--- config.mk ---
export PLATFORM = sky130hd
export DESIGN_NAME = mvq_ram
export DESIGN_NICKNAME = d
export VERILOG_FILES = /design/src/sv/mvq_ram.sv
export SDC_FILE = /design/constraint.sdc
export NUM_CORES = 2
export LEC_CHECK = 0
export BUFFER_PORTS_ARGS = -buffer_cell sky130_fd_sc_hd__buf_4
export CORE_UTILIZATION = 50
export CTS_CLUSTER_SIZE = 20
export DETAILED_ROUTE_END_ITERATION = 12
export PLACE_DENSITY = 0.67
export SYNTH_ARGS = -nofsm -noshare
export SYNTH_HDL_FRONTEND = slang
export SYNTH_MEMORY_MAX_BITS = 65536
export SYNTH_SLANG_ARGS = --single-unit
export TNS_END_PERCENT = 1
--- constraint.sdc ---
create_clock -name clk -period 2.66 [get_ports clk]
set_input_delay 0.266 -clock clk [delete_from_list [all_inputs] [get_ports clk]]
set_output_delay 0.266 -clock clk [all_outputs]
set_load 0.05 [all_outputs]
--- src/sv/mvq_ram.sv ---
`timescale 1ns / 1ps
// ---------------------------------------------------------------------------
// mvq_ram
// Generic single-write, single-read RAM with registered read data.
// ---------------------------------------------------------------------------
module mvq_ram #(
  parameter int WIDTH = 17,
  parameter int DEPTH = 256
) (
  input  logic                     clk,
  input  logic                     we,
  input  logic [$clog2(DEPTH)-1:0] waddr,
  input  logic [WIDTH-1:0]         wdata,
  input  logic                     re,
  input  logic [$clog2(DEPTH)-1:0] raddr,
  output logic [WIDTH-1:0]         rdata
);

  logic [WIDTH-1:0] mem [DEPTH];
  logic [WIDTH-1:0] rdata_r;

  always_ff @(posedge clk) begin
    if (we) begin
      mem[waddr] <= wdata;
    end
    if (re) begin
      rdata_r <= mem[raddr];
    end
  end

  assign rdata = rdata_r;

endmodule

==> metrics.csv <==
metric;value;unit
finalPower;145000;uW
min_to;mem[232][12];
drt-initial-drc-count;12981;
layout-drive-gt1-share;0.321;
totalWireLength;462000;microns
min_period;2.76;ns
worst_hold_path.num_cells;4;
maxSlewHeadroom;0.160;
rr_startpoint;mem[113][11];
die_h;585;microns
hpwl;289000;microns
ys_seq_area_frac;0.772;
clockBufferDepth;4;
yosys.area.top_type;edfxtp_1;
yosysUniqueCellTypes;73;
cp.arrival;3.59;ns
drtAntennaViolNets;0;
drv_slew;0;
cp_data_required_time;3.49;ns
antenna_found_initial;33;
power.density;727;nW/um^2
core-area;337000;sq um
num_vias;88269;
synth.ff_latch_count;4369;
synth_ff_type;edfxtp_1;
rsz0062_at_grt;yes;
p_clk_frac;0.415;
cts_tree;yes;
cts.sinks;4369;
maxCapViolCount;0;
grt_overflow;0;
place_ws;-1.09;ns
slowest_delay;0.54;ns
critPathBufInv;2;
dieArea;342000;sq um
p_comb_frac;0.059;
area_delta_synth_final;17.0;%
violations;negative setup slack;
gp_congestion;0.968;
critPathKind;flip-flop to flip-flop;
grt_first_pass_wirelength;651000;microns
drc;0;
switching_share;0.215;
fillCellCount;23744;
syn_nets;7833;
cts.reportedPaths.clkPinSlew;0.06;ns
insertion_delay;1.01;ns
critPathTopFamily;simple AND/OR/NAND/NOR gates;
yosysWarnings;0;
p_seq_frac;0.526;
worstRegToRegCells;9;
hold_viol;0;
syn_area_per_cell;21.8;sq um
async_reset_ff_frac;0;
tightest_slew;1.24;ns
cpMostUsedCell;buf_4;
skew;0.0641;ns
status;finished with violations;
first_global_vias;87207;
post_drt_wl_per_cell;33.2;microns
min_from;waddr[6];
layout.nets;9062;
fmax;362;MHz
synth.top_cells.by_area;edfxtp_1 (77%), mux4_2 (12%), mux2i_1 (3.0%), nor2_1 (0.74%), mux4_1 (0.71%);
ios;53;
p_int;114000;uW
num_rows;213;
firstDrtPassIters;8;
crit_path_max_fanout;2;
setup_viol_count_final;5;
leakagePower;0.0647;uW
crit_slowest_cell;nor3_1;
viasPerCell;6.35;
syn_area;170000;sq um
timing.reg2reg.setup_slack;-0.10;ns
netlist_instances;7797;
synth-edff-count;4369;
finalWorstSetupSlack;-0.104;ns
period_share;1.04;
irDropWorstVdd;580;uV
yosysMostFrequentCell;edfxtp_1;
port_buffers;52;
cts-root-buf;clkbuf_16;
critPathLaunchType;flip-flop;
initial_core_util;0.503;
die_w;585;microns
r2r_end;rdata[11];
cp-end-kind;flip-flop;
yosysTopAreaCellShare;0.772;
worstPathCellList;mux2i_1 > o221ai_1 > buf_4 > o22ai_1 > a32oi_1 > buf_4 > nand4_1 > nor3_1 > and3_1;
grt_max_degree;90;
synth_commonest_cells;edfxtp_1 (4369), mux4_2 (897), mux2i_1 (509);
track_usage;0.269;
cts_buffers;423;
p_sw;31000;uW
hold_path_class;input pin to flip-flop;
cts_htree_levels;5;
## final cells by class
cell class	instances	area (sq um)	area share
well taps	4515	5650	0.0284
clock buffers	511	11100	0.0561
inverters	5	31.3	0.000157
flip-flops and latches	4369	131000	0.660
clock inverters	264	2630	0.0132
repair buffers	1270	12200	0.0616
multi-input cells	2957	35700	0.180
diodes	13	32.5	0.000164
## placed cells by master, fill, tap and decap left out, types with 21 or more instances in the layout
master and n:
mux4_1 43, nor2_1 166, mux2i_1 509, nor2_2 166, nand4_1 21, bufinv_16 46, clkinv_2 90, clkbuf_1 77
buf_4 1030, o221ai_1 134, mux4_2 900, buf_12 199, a22oi_1 28, o22ai_1 186, nor3_1 107, o21ai_0 42
clkbuf_16 434, nand3_1 54, clkinv_1 87, edfxtp_1 4369, nand2_1 215, a21oi_1 107
## power by group through the flow
stage | Combinational, uW | Clock [uW] | Sequential (uW)
finish | 8490 | 60000 | 76000
global route | 8760 | 63000 | 76000
floorplan | 3860 | 0 | 77500
CTS | 8390 | 60500 | 76000
global placement | 8150 | 0 | 77500
detailed placement | 8290 | 0 | 77500
## worst max path at each step
| stage | startpoint | end | depth (start not counted) |
|---|---|---|---|
| 6_report | mem[113][11] | rdata[11] | 9 |
| 5_1_grt | mem[51][11] | rdata[11] | 7 |
| 4_1_cts | mem[177][7] | rdata[7] | 6 |
| 3_5_place_dp | raddr[0] | rdata[16] | 11 |
| 3_3_place_gp | raddr[0] | rdata[14] | 11 |
| 2_1_floorplan | raddr[0] | rdata[13] | 9 |
## registers in the layout (all words and copies together) (netlist names)
signal,count
rdata,17
mem,4352
## metal layers
layer | GRT usage | up-vias | share of wire
met1 | 0.382 | 46581 | 0.38
met5 | 0 | - | 0.00013
met3 | 0.0566 | 838 | 0.11
met2 | 0.414 | 5362 | 0.46
li1 | - | 35478 | -
met4 | 0.103 | 10 | 0.042
## worst min-delay path: stages
cell and delay [ns]:
buf_4 0.18, nand3_1 0.10, buf_4 0.24, nor2_2 0.15
## what timing repair did
| action | CTS | global route |
|---|---|---|
| endpoints found under the setup margin | 12 | 15 |
| setup buffers | 0 | 0 |
| gates resized for setup | 27 | 18 |
| pin swaps | 9 | 2 |
| endpoints found under the hold margin | 1526 | 0 |
| hold buffers | 18 | 0 |
## logic make-up (layout without fill, tap and decap cells)
family	count (synthesis)	in the layout	synth area share
flops	4369	4369	0.772
mux	1472	1472	0.157
simple gates	836	836	0.0219
compound gates	649	649	0.0270
buf+inv	471	2050	0.0214
other cells	0	13	0
## through the flow
step           hold slack, ns  instances  TNS (ns)  area [sq um]   util
2_1_floorplan           0.365       7797         0        170000      -
3_3_place_gp            0.678      13096    -14.02        184000  0.547
3_5_place_dp            0.687      13097    -13.82        184000  0.547
4_1_cts                0.0745      13890   -0.0451        199000  0.588
5_1_grt                 0.118      13896    -0.317        199000  0.589
6_report                0.139      13904    -0.154        199000  0.589
Note: power is estimated with default switching activity, not from simulation.
